### src/rtl/slcr_pkg.sv
// Shared types and constants for the sorted list common removal unit.
// No dependencies; every other file in rtl imports this package.
package slcr_pkg;

  localparam int unsigned DEFAULT_LIST_DEPTH = 32;
  localparam int unsigned VALUE_W = 32;

  typedef enum logic [1:0] {
    OP_APPEND_A = 2'd0,
    OP_APPEND_B = 2'd1,
    OP_APPEND_C = 2'd2,
    OP_FINISH   = 2'd3
  } op_t;

  typedef enum logic [1:0] {
    ST_IDLE = 2'b01,
    ST_EMIT = 2'b10
  } state_t;

  typedef struct packed {
    op_t                       operation;
    logic signed [VALUE_W-1:0] value;
  } in_t;

  typedef struct packed {
    logic signed [VALUE_W-1:0] value_res;
    logic                      last;
    logic                      empty_res;
    logic                      overflow;
  } out_t;

  // One A element as it sits in the sorted chain, with its B and C hit marks.
  typedef struct packed {
    logic signed [VALUE_W-1:0] value;
    logic                      hit_b;
    logic                      hit_c;
  } a_entry_t;

  // Broadcast control from the top level to every sort cell.
  typedef struct packed {
    logic                      insert;
    logic                      shift;
    logic                      mark_b;
    logic                      mark_c;
    logic signed [VALUE_W-1:0] probe;
    logic                      probe_hit_b;
    logic                      probe_hit_c;
  } sort_ctl_t;

endpackage

### src/rtl/slcr_match_cell.sv
// One entry of the B or C store with its own equality comparator.
// Depends on slcr_pkg.
module slcr_match_cell
  import slcr_pkg::*;
(
  input  logic                      clk,
  input  logic                      we,
  input  logic                      valid,
  input  logic signed [VALUE_W-1:0] probe,
  output logic                      hit
);

  logic signed [VALUE_W-1:0] value;

  always_ff @(posedge clk) begin
    if (we) begin
      value <= probe;
    end
  end

  assign hit = valid && (value == probe);

endmodule

### config.mk
export PLATFORM = sky130hd
export DESIGN_NAME = slcr_match_cell
export DESIGN_NICKNAME = d
export VERILOG_FILES = /design/src/rtl/slcr_pkg.sv /design/src/rtl/slcr_match_cell.sv
export SDC_FILE = /design/constraint.sdc
export NUM_CORES = 1
export LEC_CHECK = 0
export BUFFER_PORTS_ARGS = -buffer_cell sky130_fd_sc_hd__buf_4
export CAP_MARGIN = 0
export CORE_MARGIN = 8
export CORE_UTILIZATION = 54
export DETAILED_ROUTE_END_ITERATION = 6
export MAX_ROUTING_LAYER = met4
export PLACE_DENSITY_LB_ADDON = 0.12
export SLEW_MARGIN = 20
export SYNTH_ARGS = -nofsm -noshare
export SYNTH_HDL_FRONTEND = slang
export SYNTH_SLANG_ARGS = --single-unit
### constraint.sdc
create_clock -name clk -period 2.72 [get_ports clk]
set_input_delay 0.544 -clock clk [delete_from_list [all_inputs] [get_ports clk]]
set_output_delay 0.544 -clock clk [all_outputs]
set_load 0.01 [all_outputs]
**Word-level counts from Yosys, hierarchy flattened**

Cells that the tools add are included.

- Register bits after elaboration: 32
- Input port bits: 35

- Equal/unequal tests: 1
- Reduce and logical (&&, ||, !) cells: 1

Operator list:

| kind | count |
|---|---|
| == test 32 bit | 1 |
| logical AND 1 bit | 1 |

**Longest topological paths before layout**

- Depth after elaboration: 2
- Gate-level depth with buffers: 4
- Depth with buffers taken out: 4

**Worst setup path after synthesis**

Ideal clock, no wire load.

- Path type: input to output
- From: in probe[15]
- To: out hit
- Data arrival time: 1.319 ns
- Required time: 2.176 ns
- Slack: 0.857 ns
- Stages: 4
- Path through: xor2_1 nor4_1 nand4_1 nor3_2

- Cells in the longest elaborated chain, start to end: 2

RTL lines:

| element | RTL line | text |
|---|---|---|
| from (decl) | slcr_match_cell.sv:9 | `input logic signed [VALUE_W-1:0] probe,` |
| == test 32 bit | slcr_match_cell.sv:21 | `assign hit = valid && (value == probe);` |
| logical AND 1 bit | slcr_match_cell.sv:21 |  |
| to (decl) | slcr_match_cell.sv:10 | `output logic hit` |

Every way passes these cells.

**Worst setup path after layout**

- From: reg value[30]
- To: out hit

- Cells in the longest elaborated chain, start to end: 2

RTL lines:

| element | RTL line | text |
|---|---|---|
| from (decl) | slcr_match_cell.sv:13 | `logic signed [VALUE_W-1:0] value;` |
| from (signal assigned) | slcr_match_cell.sv:17 | `value <= probe;` |
| == test 32 bit | slcr_match_cell.sv:21 |  |
| logical AND 1 bit | slcr_match_cell.sv:21 |  |

Every way passes these cells.

==> flow_summary.yaml <==
run_status:
  status: "finished, final reports clean"
sta:
  final_hold_viol_count: 0
  fin_crit_sh_pct: 82.9
  slew_viol_final: 0
  hold_ws_ps: 401
  period_needed_ps: 2260
  relSlewSlack_pct: 74.1
  max_freq_mhz: 443
  rsz0062_at_grt: "false"
  worst_slew_pin_slew_ps: 388
  setup_violations: 0
  final.setup.worst_slack_ps: 464
  fin_setup_tns_ps: 0
layout:
  fill_cells: 174
  drive_above_1_share_pct: 36.1
  top_regs: "value: 32 flops"
  stdcell_count: 149
  syn2layout_area_growth_pct: 28.6
  nNetsFinal: 153
  antennaDiodeCount: 0
  largest_reg_flops: 32
  top_register: "value"
pwr:
  p_leak_nw: 0.664
  cell_internal_pwr_w: 0.000837
  power.density_nw_per_um2: 618
  swShare_pct: 20.0
  seqPwrFrac_pct: 57.5
  clkPwrFrac_pct: 32.7
  power_frac_comb_pct: 9.8
  irDropWorstVdd_mv: 0.583
  power_switching_w: 0.000210
  power_w: 0.00105
drt:
  num_vias: 724
  drtIter0Drc: 15
  ant_nets: 0
  routed_via_density: 4.86
  drc: 0
  wirelength_um: 2180
  drtPass1Iterations: 4
  wire_per_inst_um: 14.6
yosys:
  ys_ff_latch: 32
  yosysWarnings: 0
  ys_seq_area_share_pct: 73.0
  synthCells: 76
  synth_area_um2: 1320
  netlist.top_cell.by_area: "edfxtp_1"
  synthDistinctLibCells: 8
  yosys-top-cells-area: "edfxtp_1 73%, xor2_1 21%, nor4_1 3.3%"
  synth_top_area_share_pct: 73.0
  synth_nets: 111
  avgSynthCellArea_um2: 17.3
worst_hold_path:
  hold_start: "probe[3]"
  hold_class: "input pin to register"
critical_path:
  worstPathArrival_ps: 1710
  startpoint_type: "register"
  worstPathRequired_ps: 2180
  critPathMaxFanout: 1
  crit_start: "value[30]"
  crit_type: "register to output pin"
  cp-end-kind: "output pin"
flow_run:
  drv_cap: 0
floorplanning:
  core-area_um2: 2390
  die_area_um2: 4270
  num_rows: 18
  initial_core_util_pct: 55.1
  die_y_um: 65.4
  pin_count: 36
  die_w_um: 65.4
cts:
  clk_pin_slew_ps: 100
  clockBufferDepth: 2
  post_cts_buffers: 0
  clock-sinks: 32
  cts_buffers: 5
  root_buffer: "clkbuf_4"
  cts_max_level: 2
  cts_resized: 0
  cts_tree: "yes"
  hold_buffers: 0
place:
  placed_cells: 141
  pre_cts_slack_ps: 444
  port_buffers: 35
  dp_hpwl_um: 1720
  place.gp.congestion: 0.689
global_route:
  antenna_found_initial: 0
  grt_max_degree: 33
  grtUsageTotal_pct: 12.2
  grt_pass1_vias: 830
  grt_first_pass_wirelength_um: 3640
  gr-total-overflow: 0
==> per-stage QoR <==
stage	utilization, %	instance area (um2)
after floorplan	-	1320
after global placement	67.7	1620
after detailed placement	67.7	1620
after CTS	70.9	1690
after global routing	70.9	1690
final	70.9	1690
==> logic make-up after synthesis <==
family | count (synthesis) | synth area share [%]
xor gates and xnor gates | 32 | 21.3
DFF | 32 | 73.0
and+or+nand+nor | 12 | 5.70
==> Yosys cell counts <==
master    instances
xnor2_1           1
nor4_1            7
nand3_1           2
nor3_1            1
nor3_2            1
edfxtp_1         32
nand4_1           1
xor2_1           31
==> layout make-up <==
cell class              instances  area [um2]  area share (%)
clock buffers                   6        41.3            2.44
flip-flops and latches         32         961            56.8
multi-input cells              44         355            21.0
clock inverters                 2        35.0            2.07
well taps                      30        37.5            2.22
repair buffers                 35         263            15.5
==> worst max-delay path, cell delays in order, from the launching register on <==
cell and delay (ps):
edfxtp_1 390, xor2_1 150, nor4_1 330, nand4_1 190, nor3_2 200, buf_4 140
==> routing by layer <==
metal / share of wire, % / vias to the layer above / GRT usage [%] / routed length (um)
li1: - / 370 / - / -
met1: 40 / 324 / 12.0 / 874
met2: 50 / 26 / 18.7 / 1100
met3: 7.8 / 4 / 6.80 / 170
met4: 1.7 / 0 / 6.54 / 38
met5: 0 / - / - / 0
==> power groups by stage <==
stage / Clock (W) / Sequential (W) / Combinational (W)
finish: 0.000342 / 0.000602 / 0.000102
floorplan: 0 / 0.000611 / 0.0000412
CTS: 0.000355 / 0.000603 / 0.000105
global placement: 0 / 0.000612 / 0.0000996
detailed placement: 0 / 0.000614 / 0.000104
global route: 0.000376 / 0.000606 / 0.000115
==> layout by cell type, fill, tap and decap left out, drive strengths merged <==
cell type  netlist  layout
buf              0      35
bufinv           0       1
clkbuf           0       6
clkinv           0       1
edfxtp          32      32
nand3            2       2
nand4            1       1
nor3             2       2
nor4             7       7
xnor2            1       1
xor2            31      31
==> path summary, 6_finish.rpt <==
check	depth (start not counted)	slack [ps]	endpoint
setup / recovery	5	460	hit
hold / removal	1	400	value[3]
Note: power is estimated with default switching activity, not from simulation.
