===== src/rtl/slcr_pkg.sv =====
// Shared types and constants for the sorted list common removal unit.
// No dependencies; every other file in rtl imports this package.
package slcr_pkg;

  localparam int unsigned DEFAULT_LIST_DEPTH = 32;
  localparam int unsigned VALUE_W = 32;

  typedef enum logic [1:0] {
    OP_APPEND_A = 2'd0,
    OP_APPEND_B = 2'd1,
    OP_APPEND_C = 2'd2,
    OP_FINISH   = 2'd3
  } op_t;

  typedef enum logic [1:0] {
    ST_IDLE = 2'b01,
    ST_EMIT = 2'b10
  } state_t;

  typedef struct packed {
    op_t                       operation;
    logic signed [VALUE_W-1:0] value;
  } in_t;

  typedef struct packed {
    logic signed [VALUE_W-1:0] value_res;
    logic                      last;
    logic                      empty_res;
    logic                      overflow;
  } out_t;

  // One A element as it sits in the sorted chain, with its B and C hit marks.
  typedef struct packed {
    logic signed [VALUE_W-1:0] value;
    logic                      hit_b;
    logic                      hit_c;
  } a_entry_t;

  // Broadcast control from the top level to every sort cell.
  typedef struct packed {
    logic                      insert;
    logic                      shift;
    logic                      mark_b;
    logic                      mark_c;
    logic signed [VALUE_W-1:0] probe;
    logic                      probe_hit_b;
    logic                      probe_hit_c;
  } sort_ctl_t;

endpackage


===== src/rtl/slcr_sort_cell.sv =====
// One cell of the sorted A chain: insertion by shifting right, draining by
// shifting left, and marking of B and C hits. Depends on slcr_pkg.
module slcr_sort_cell
  import slcr_pkg::*;
(
  input  logic      clk,
  input  sort_ctl_t ctl,
  input  logic      valid,
  input  logic      left_valid,
  input  logic      left_gt,
  input  a_entry_t  left_data,
  input  a_entry_t  right_data,
  output a_entry_t  data,
  output logic      gt,
  output logic      keep
);

  logic eq;
  logic take;

  assign gt   = valid && (data.value > ctl.probe);
  assign eq   = valid && (data.value == ctl.probe);
  // The chain is sorted, so the cells that hold larger values form a tail;
  // they move one place right and the first free cell takes the overflow.
  assign take = ctl.insert && (gt || (!valid && left_valid));
  assign keep = valid && !(data.hit_b && data.hit_c);

  always_ff @(posedge clk) begin
    if (take) begin
      if (left_gt) begin
        data <= left_data;
      end else begin
        data <= '{value: ctl.probe, hit_b: ctl.probe_hit_b, hit_c: ctl.probe_hit_c};
      end
    end else if (ctl.shift) begin
      data <= right_data;
    end else begin
      if (ctl.mark_b && eq) begin
        data.hit_b <= 1'b1;
      end
      if (ctl.mark_c && eq) begin
        data.hit_c <= 1'b1;
      end
    end
  end

endmodule


===== config.mk =====
export PLATFORM = sky130hd
export DESIGN_NAME = slcr_sort_cell
export DESIGN_NICKNAME = d
export VERILOG_FILES = /design/src/rtl/slcr_pkg.sv /design/src/rtl/slcr_sort_cell.sv
export SDC_FILE = /design/constraint.sdc
export NUM_CORES = 1
export LEC_CHECK = 0
export ABC_AREA = 1
export BUFFER_PORTS_ARGS = -buffer_cell sky130_fd_sc_hd__buf_2
export CAP_MARGIN = 40
export CORE_AREA = 5 5 84 86
export CTS_BUF_LIST = sky130_fd_sc_hd__clkbuf_8
export DETAILED_ROUTE_END_ITERATION = 6
export DIE_AREA = 0 0 89 91
export PLACE_DENSITY = 0.81
export SLEW_MARGIN = 20
export SYNTH_ARGS = -nofsm -noshare
export SYNTH_HDL_FRONTEND = slang
export SYNTH_SLANG_ARGS = --single-unit

===== constraint.sdc =====
create_clock -name clk -period 4.2 [get_ports clk]
set_input_delay 0.84 -clock clk [delete_from_list [all_inputs] [get_ports clk]]
set_output_delay 0.84 -clock clk [all_outputs]
set_load 0.05 [all_outputs]

Word level (Yosys, flattened, before mapping)
Cells that the tools add are included.
{"block": "totals", "input_bits": 110, "word_cells": 25, "output_inout_bits": 36, "reg_bits": 34}
{"block": "op_classes", "muxes": 6, "eq_ne": 1, "n_reduce_logical": 14, "magnitude_cmp": 1}
{"operator": "2-to-1 mux 34 bit", "count": 2}
{"operator": "== test 32 bit", "count": 1}
{"operator": "> comparator 32 bit", "count": 1}
{"operator": "2-to-1 mux 32 bit", "count": 1}
{"operator": "logical AND 1 bit", "count": 8}
{"operator": "nonzero test 3 bit", "count": 2}
{"operator": "logical NOT 1 bit", "count": 2}
{"operator": "2-to-1 mux 1 bit", "count": 2}
{"operator": "2-to-1 mux 2 bit", "count": 1}
{"operator": "nonzero test 2 bit", "count": 1}
{"operator": "logical OR 1 bit", "count": 1}

Depth between registers and ports, before layout
Gate-level depths: netlist of the first run.
{"block": "logic_depth", "ltp_word": 6, "depth_mapped": 20}

Worst setup path before layout of the first run
Ideal clock, no wire load.
{"block": "synth_timing", "path_type": "input-to-reg", "start": "input ctl[33] (netlist name)", "end": "register data[10] (netlist name), enable pin", "slack_ns": 0.886, "arrival_time_ns": 2.925, "setup_time_ns": 0.389, "stages": 13, "path_cell_list": "inv_1 -> ha_1 -> nand2_1 -> nor2_2 -> nand2_1 -> nor3b_2 -> nand2_1 -> nand3_1 -> nand3_2 -> nand2_4 -> nand2_4 -> buf_6 -> nand2_1"}
{"block": "synth_via", "elab_chain_len": 5}
{"item": "start, declared", "line_no": "slcr_sort_cell.sv:7", "rtl": "input sort_ctl_t ctl,"}
{"item": "> comparator 32 bit", "line_no": "slcr_sort_cell.sv:21", "rtl": "assign gt = valid && (data.value > ctl.probe);"}
{"item": "logical AND 1 bit", "line_no": "slcr_sort_cell.sv:21"}
{"item": "logical OR 1 bit", "line_no": "slcr_sort_cell.sv:25", "rtl": "assign take = ctl.insert && (gt || (!valid && left_valid));"}
{"item": "logical AND 1 bit", "line_no": "slcr_sort_cell.sv:25"}
{"item": "nonzero test 2 bit (no line)"}
{"item": "end signal, assigned", "line_no": "slcr_sort_cell.sv:31", "rtl": "data <= left_data;"}
{"item": "end signal, assigned", "line_no": "slcr_sort_cell.sv:33", "rtl": "data <= '{value: ctl.probe, hit_b: ctl.probe_hit_b, hit_c: ctl.probe_hit_c};"}
{"item": "end signal, assigned", "line_no": "slcr_sort_cell.sv:36", "rtl": "data <= right_data;"}
{"item": "end, declared", "line_no": "slcr_sort_cell.sv:13", "rtl": "output a_entry_t data,"}
Every way passes these cells.
A chain may end at the register's enable or synchronous reset.

Final worst setup path of the first run
{"block": "layout_timing", "start": "input ctl[33] (netlist name)", "end": "output gt"}
{"block": "layout_via", "elab_chain_len": 2}
{"item": "> comparator 32 bit", "line_no": "slcr_sort_cell.sv:21"}
{"item": "logical AND 1 bit", "line_no": "slcr_sort_cell.sv:21"}
{"item": "end, declared", "line_no": "slcr_sort_cell.sv:14", "rtl": "output logic gt,"}
Every way passes these cells.

==> results of run 1 <==
-- cell families (layout without fill, tap and decap cells) --
| kind of cell | Yosys count | after routing | share of synthesized area |
|---|---|---|---|
| AO/OA/AOI/OAI | 52 | 52 | 0.09465 |
| flip-flops | 34 | 34 | 0.3609 |
| AND/OR/NAND/NOR | 200 | 200 | 0.2977 |
| multiplexers | 3 | 3 | 0.01194 |
| adder cells (fa/ha/maj) | 32 | 32 | 0.1415 |
| buffers and inverters | 61 | 199 | 0.09332 |
-- final timing paths --
path | start | to | slack [ps] | cells after the start
setup / recovery | ctl[33] | gt | 930 | 12
setup reg to reg | data[33] | data[29] | 1380 | 12
hold / removal | right_data[32] | data[32] | 820 | 3
hold reg to reg | data[19] | data[1] | 1170 | 7
-- cell type report --
class / count / area [um^2]
inverters: 44 / 165.2
repair buffers: 148 / 760.7
well taps: 77 / 96.34
clock buffers: 5 / 68.82
multi-input cells: 287 / 1544
clock inverters: 2 / 7.507
flip-flops and latches: 34 / 1021
fillers: 595 / 2541
-- Yosys cell counts --
cell	number
a21o_1	1
a21oi_1	16
buf_1	1
buf_2	1
buf_4	3
buf_6	3
clkbuf_1	9
edfxtp_1	34
ha_1	32
inv_1	44
mux2_2	3
nand2_1	142
nand2_4	2
nand3_1	39
nand3_2	1
nand4_1	2
nor2_1	10
nor2_2	1
nor3b_2	1
o21a_1	2
o21ai_0	33
or2_2	2
-- metrics by stage --
stage          hold slack [ps]  cells  total power [mW]
2_1_floorplan             1019    382            0.8386
3_3_place_gp              1109    589            0.9661
3_5_place_dp              1109    590            0.9837
4_1_cts                  815.7    597             1.206
5_1_grt                  822.4    597             1.278
6_report                 821.6    597             1.196
-- where the power goes --
part           internal, mW  switching [mW]
sequential            0.433          0.0256
combinational         0.158           0.358
clock                 0.109           0.112
total                 0.700           0.496
-- layout by cell type, fill, tap and decap left out, types with 5 or more instances in the layout --
master,netlist,routed
nor2_1,10,10
o21ai_0,33,33
ha_1,32,32
edfxtp_1,34,34
a21oi_1,16,16
nand2_1,142,142
clkbuf_8,0,5
nand3_1,39,39
inv_1,44,46
buf_2,1,145
-- metal layers --
layer / vias up / global-route usage
met5: - / 0
met2: 103 / 0.3496
li1: 1531 / -
met1: 1281 / 0.2396
met3: 17 / 0.03529
met4: 0 / 0.07320
-- worst min-delay path, cell delays in order --
cell	delay, ps
buf_2	70
nand2_1	40
nand2_1	40
==> out/qor.txt, run 1 <==
GRT overflow - 0
met2 routed WL - 4087 um
crit path DAT - 2430 ps
first-pass GRT wire length - 13130 um
Die X - 89 um
clock sink count - 34
initial core utilization - 0.4559
CP Buf/Inv Count - 4
largest registers - data: 34 flops
CTS tree - yes
FP Rows - 29
Residual DRC - 0
crit start category - input port
Mapped Cells - 382
maximum clock insertion buffer count - 2
drt pass-1 iters - 4
crit path cell chain - buf_2, inv_1, ha_1, nand2_1, nor2_2, nand2_1, nor3b_2, nand2_1, nand3_1, nand3_2, inv_1, buf_2
hpwl dp - 6451 um
hold_buf cts - 0
crit-path max cell delay - 330 ps
die area - 8099 um^2
Area contributors post-synth - edfxtp_1 36%, nand2_1 19%, ha_1 14%
dpl cell area - 3587 um^2
Setup crit end kind - output pin
port bufs - 145
Crit Path Max Fanout - 4
TritonCTS Buffers - 5
static leakage - 2.071 nW
CP Class - input port to output pin
pin slew with the least headroom to its limit - 689.2 ps
Final setup violation count - 0
Clock Skew - 7.028 ps
Clock Tree Root - clkbuf_8
CTS HTree Levels - 2
Synth area leader - edfxtp_1
maximum vdd drop - 0.2021 mV
largest net degree at the start of global routing - 41
CP required - 3360 ps
post-CTS sizing - 0
area added between synthesis and finish - 29.50%
Worst Setup Slack post-DPL - 838.4 ps
drt total wl - 8113 um
final core occ - 0.5904
Vias - 2932
post-route cell area - 3664 um^2
M1 wire length - 3300 um
Syn Area/Cell - 7.406 um^2
fin worst setup slack - 927.4 ps
total track usage - 0.1993
final setup TNS - 0 ps
Core Region - 6205 um^2
Final Critical Period - 3273 ps
Slowest-stage cell, CP - ha_1
vias in the first global route - 3054
clock insertion delay at the later pin of the skew report - 280 ps
Max Cap Viol - 0
post-route antenna net violation count - 0
Vias/cell - 4.911
max reg flops - 34
1st-iter DRT viols - 94
Rel. slew slack - 0.5405
Ports - 146
Pins Over Slew Limit - 0
CP delay by family, top - simple AND/OR/NAND/NOR gates
CP most frequent cell - nand2_1
Max Clk Rate - 305.6 MHz
Routed met3 length - 554 um
Routability Congestion - 0.7950
share of cells above drive strength 1 - 0.3135
Mapped Area - 2829 um^2
final hold vios - 0
outcome - complete, no violations
sequential area share after synthesis - 0.3609
RSZ-0062 raised after global routing - false
highest metal used - met4
n_diodes - 0
DR WL/cell - 13.59 um
synthesized net count - 524
clock slew at reported path FFs - 70 ps
Yosys reg bits - 34
Nets - 662
antenna violations before repair - 0
Setup Fix Bufs, Post-CTS - 0
Cell variety after synth - 22
worst min-delay path category - input port to flip-flop
Die Y - 91 um
final worst path period share - 0.7792
yosys warns - 0
share of the synthesized area in the top cell type - 0.3609
Most flops, register - data
Power per Cell Area - 326.5 nW/um^2
Note: power is estimated with default switching activity, not from simulation.
==> run 2, diff against run 1 <==
--- a/config.mk
+++ b/config.mk
@@ -5,14 +5,14 @@
 export SDC_FILE = /design/constraint.sdc
 export NUM_CORES = 1
 export LEC_CHECK = 0
-export ABC_AREA = 1
+export ABC_AREA = 0
 export BUFFER_PORTS_ARGS = -buffer_cell sky130_fd_sc_hd__buf_2
 export CAP_MARGIN = 40
 export CORE_AREA = 5 5 84 86
 export CTS_BUF_LIST = sky130_fd_sc_hd__clkbuf_8
 export DETAILED_ROUTE_END_ITERATION = 6
 export DIE_AREA = 0 0 89 91
-export PLACE_DENSITY = 0.81
+export PLACE_DENSITY = 0.8
 export SLEW_MARGIN = 20
 export SYNTH_ARGS = -nofsm -noshare
 export SYNTH_HDL_FRONTEND = slang
==> constraint.sdc (replaced) <==
create_clock -name clk -period 3.1 [get_ports clk]
set_input_delay 0.62 -clock clk [delete_from_list [all_inputs] [get_ports clk]]
set_output_delay 0.62 -clock clk [all_outputs]
set_load 0.05 [all_outputs]
==> run 2 against run 1 <==
- the run now ends with setup timing left
- clock power grew 88%
- combinational power grew 64%
- sequential power grew 38%
- largest power group unchanged
- die area is the same
- first-iteration DRC count shrank 5.3%
- via count shrank 11%
- design area grew 10%
- non-clock buffer count grew 18
- cell count shrank 14%
- largest cell class unchanged
- critical endpoint unchanged
- flip-flop and latch count is the same
==> out/qor.txt, run 2 <==
outcome - complete, but fails checks (was complete, no violations)
failing checks - setup timing
static leakage - 1.996 nW (was 2.071 nW)
Vias/cell - 5.099 (was 4.911)
pin slew with the least headroom to its limit - 578.2 ps (was 689.2 ps)
Cell variety after synth - 37 (was 22)
Rel. slew slack - 0.6146 (was 0.5405)
final core occ - 0.6523 (was 0.5904)
most frequent cells in the layout - 144 x buf_2, 36 x nand2_1, 34 x edfxtp_1 (was 145 x buf_2, 142 x nand2_1, 46 x inv_1)
Power per Cell Area - 468.3 nW/um^2 (was 326.5 nW/um^2)
RSZ-0062 raised after global routing - true (was false)
Max Cap Viol - 0 (unchanged)
Compound-Gate Fraction of Synth Area - 0.1327 (was 0.09465)
Synth area leader - edfxtp_1 (unchanged)
top-count cell post-synth - nand2_1 (unchanged)
Routability Congestion - 0.7931 (was 0.7950)
CTS tree - yes (unchanged)
Reg power frac - 0.335 (was 0.384)
reg2reg start - data[16] (was data[33])
P_int - 1.174 mW (was 0.7004 mW)
hold path depth - 2 (was 3)
TritonCTS Buffers - 5 (unchanged)
post-route cell area - 4048 um^2 (was 3664 um^2)
Psw - 0.7211 mW (was 0.4956 mW)
n_diodes - 0 (unchanged)
drt pass-1 iters - 4 (unchanged)
CP startpoint - ctl[25] (was ctl[33])
Crit Path Max Fanout - 3 (was 4)
Sw Share - 0.3804 (was 0.4144)
DR WL/cell - 15.32 um (was 13.59 um)
drt total wl - 7875 um (was 8113 um)
Yosys reg bits - 34 (unchanged)
Synth Area in XOR/XNOR - 0 (unchanged)
largest net degree at the start of global routing - 37 (was 41)
CP required - 2480 ps (was 3360 ps)
CP Class - input port to output pin (unchanged)
Final setup violation count - 1 (was 0)
sequential area share after synthesis - 0.3658 (was 0.3609)
Syn Area/Cell - 10.23 um^2 (was 7.406 um^2)
flip-flop and latch area - 1021 um^2 (unchanged)
part of the power in combinational logic - 0.446 (was 0.432)
vias in the first global route - 2780 (was 3054)
Ports - 146 (unchanged)
Fillers - 507 (was 595)
final hold vios - 0 (unchanged)
share of cells above drive strength 1 - 0.5492 (was 0.3135)
Synth Area in Adders - 0.1434 (was 0.1415)
clock slew at reported path FFs - 80 ps (was 70 ps)
Synth async-reset ratio - 0 (unchanged)
crit path cell chain - buf_2, inv_1, ha_4, a21oi_2, o21ai_1, a221o_1, a211o_1, or3_4, a21boi_4, buf_8 (was buf_2, inv_1, ha_1, nand2_1, nor2_2, nand2_1, nor3b_2, nand2_1, nand3_1, nand3_2, inv_1, buf_2)
antenna violations before repair - 0 (unchanged)
flop2flop setup slack - 170 ps (was 1380 ps)
Core Region - 6205 um^2 (unchanged)
Die Y - 91 um (unchanged)
most common library cell in the layout ignoring fill and taps - buf_2 (unchanged)
Die X - 89 um (unchanged)
CTS HTree Levels - 2 (unchanged)
worst-case reg-to-reg path depth - 11 (was 12)
port bufs - 145 (unchanged)
hold_buf cts - 0 (unchanged)
multi-input logic area - 1800 um^2 (was 1544 um^2)
fin worst setup slack - -73.93 ps (was 927.4 ps)
dpl cell area - 3680 um^2 (was 3587 um^2)
total track usage - 0.1895 (was 0.1993)
maximum clock insertion buffer count - 2 (unchanged)
Simple-Gate Fraction of Synth Area - 0.1112 (was 0.2977)
crit-path max cell delay - 390 ps (was 330 ps)
Final Critical Period - 3174 ps
Nets - 578 (was 662)
multiplexer area fraction after synthesis - 0.1811 (was 0.01194)
1st-iter DRT viols - 89 (was 94)
yosys warns - 0 (unchanged)
crit start category - input port (unchanged)
hpwl dp - 6276 um (was 6451 um)
Residual DRC - 0 (unchanged)
Max Clk Rate - 315.1 MHz
Vias - 2621 (was 2932)
maximum vdd drop - 0.2895 mV (was 0.2021 mV)
Post-synth EDFFs - 34 (unchanged)
Clock power frac - 0.219 (was 0.185)
Pins Over Slew Limit - 0 (unchanged)
Mapped Area - 2791 um^2 (was 2829 um^2)
final worst path period share - 1.024
largest family of logic cells by synthesized area - multiplexers (was simple AND/OR/NAND/NOR gates)
clock sink count - 34 (unchanged)
crit path DAT - 2550 ps (was 2430 ps)
largest registers - data: 34 flops (unchanged)
Most flops, register - data (unchanged)
Mapped Cells - 273 (was 382)
Area contributors post-synth - edfxtp_1 37%, ha_1 14%, mux2_4 13% (was edfxtp_1 36%, nand2_1 19%, ha_1 14%)
most frequent cells after synthesis - 37 x nand2_1, 35 x o21ai_0, 34 x edfxtp_1 (was 142 x nand2_1, 44 x inv_1, 39 x nand3_1)
Setup crit end kind - output pin (unchanged)
Clock Tree Root - clkbuf_8 (unchanged)
Clock Skew - 7.519 ps (was 7.028 ps)
max reg flops - 34 (unchanged)
HP Start - right_data[8] (was right_data[32])
initial core utilization - 0.4499 (was 0.4559)
post-route antenna net violation count - 0 (unchanged)
Synth Flop Type - edfxtp_1 (unchanged)
die area - 8099 um^2 (unchanged)
GRT overflow - 0 (unchanged)
share of the synthesized area in the top cell type - 0.3658 (was 0.3609)
first-pass GRT wire length - 12270 um (was 13130 um)
worst min-delay path category - input port to flip-flop (unchanged)
FP Rows - 29 (unchanged)
clock insertion delay at the later pin of the skew report - 290 ps (was 280 ps)
Slowest-stage cell, CP - or3_4 (was ha_1)
area added between synthesis and finish - 45.00% (was 29.50%)
synthesized net count - 415 (was 524)
==> run 2: cell count changes in the layout (fill, tap and decap cells not counted), sizes merged, moves of 8 or more <==
cell and delta:
nand2 -106, inv -13, mux2 +30, buf +18, nand3 -36, nor2 -8
==> run 2: path summary, 6_finish.rpt <==
check              to
max                gt
min           data[8]
max reg2reg  data[18]
min reg2reg   data[1]
==> run 2: logic make-up (layout without fill, tap and decap cells) <==
kind of cell | after synthesis | after routing
AOI/OAI and AO/OA | 64 | 64
and+or+nand+nor | 63 | 63
buffers and inverters | 43 | 207
muxes | 37 | 37
DFF | 34 | 34
adders and majority gates | 32 | 32
==> run 2: timing repair <==
item                       4_1_cts  5_1_grt
resized for setup               13       23
pin swaps                        8       11
buffers inserted                 2        4
setup endpoints to repair        1       42
gates cloned                     0        0
hold endpoints to repair         0        0
==> run 2: through the flow <==
| stage | std cells | hold WS, ps | worst slack, ps | power (mW) | TNS, ps |
|---|---|---|---|---|---|
| finish | 514 | 623.1 | -73.93 | 1.895 | -73.93 |
| global placement | 500 | 921.2 | -262.4 | 1.391 | -5508 |
| global route | 514 | 616.5 | -150.0 | 1.996 | -150.0 |
| floorplan | 273 | 816.1 | -92.29 | 1.181 | -92.29 |
| detailed placement | 500 | 924.0 | -302.2 | 1.416 | -11390 |
| CTS | 510 | 615.9 | -97.50 | 1.862 | -97.50 |
==> run 2: power by group through the flow <==
stage	Clock, mW	Sequential, mW	Combinational [mW]
after floorplan	0	0.846	0.335
after global placement	0	0.632	0.759
after detailed placement	0	0.635	0.781
after CTS	0.420	0.628	0.813
after global routing	0.438	0.642	0.916
final	0.415	0.634	0.846
==> run 2: worst max-delay path, delay by kind of cell <==
family	cells	cell delay [ps]
compound gates	5	980
simple gates	1	390
buf+inv	3	350
fa+ha+maj	1	220
==> run 2: layout make-up <==
class	count	area share
tap	77	0.02380
sequential	34	0.2522
clock buffer	5	0.01700
timing repair buffer	166	0.2216
clock inverter	3	0.009892
inverter	33	0.03060
multi-input combinational	196	0.4448
==> run 2: layer usage <==
metal / track usage / up-vias / share of wire
met5: 0 / - / 0
li1: - / 1313 / -
met4: 0.03846 / 0 / 0.0075
met3: 0.05068 / 7 / 0.078
met1: 0.2056 / 1214 / 0.38
met2: 0.3601 / 87 / 0.53
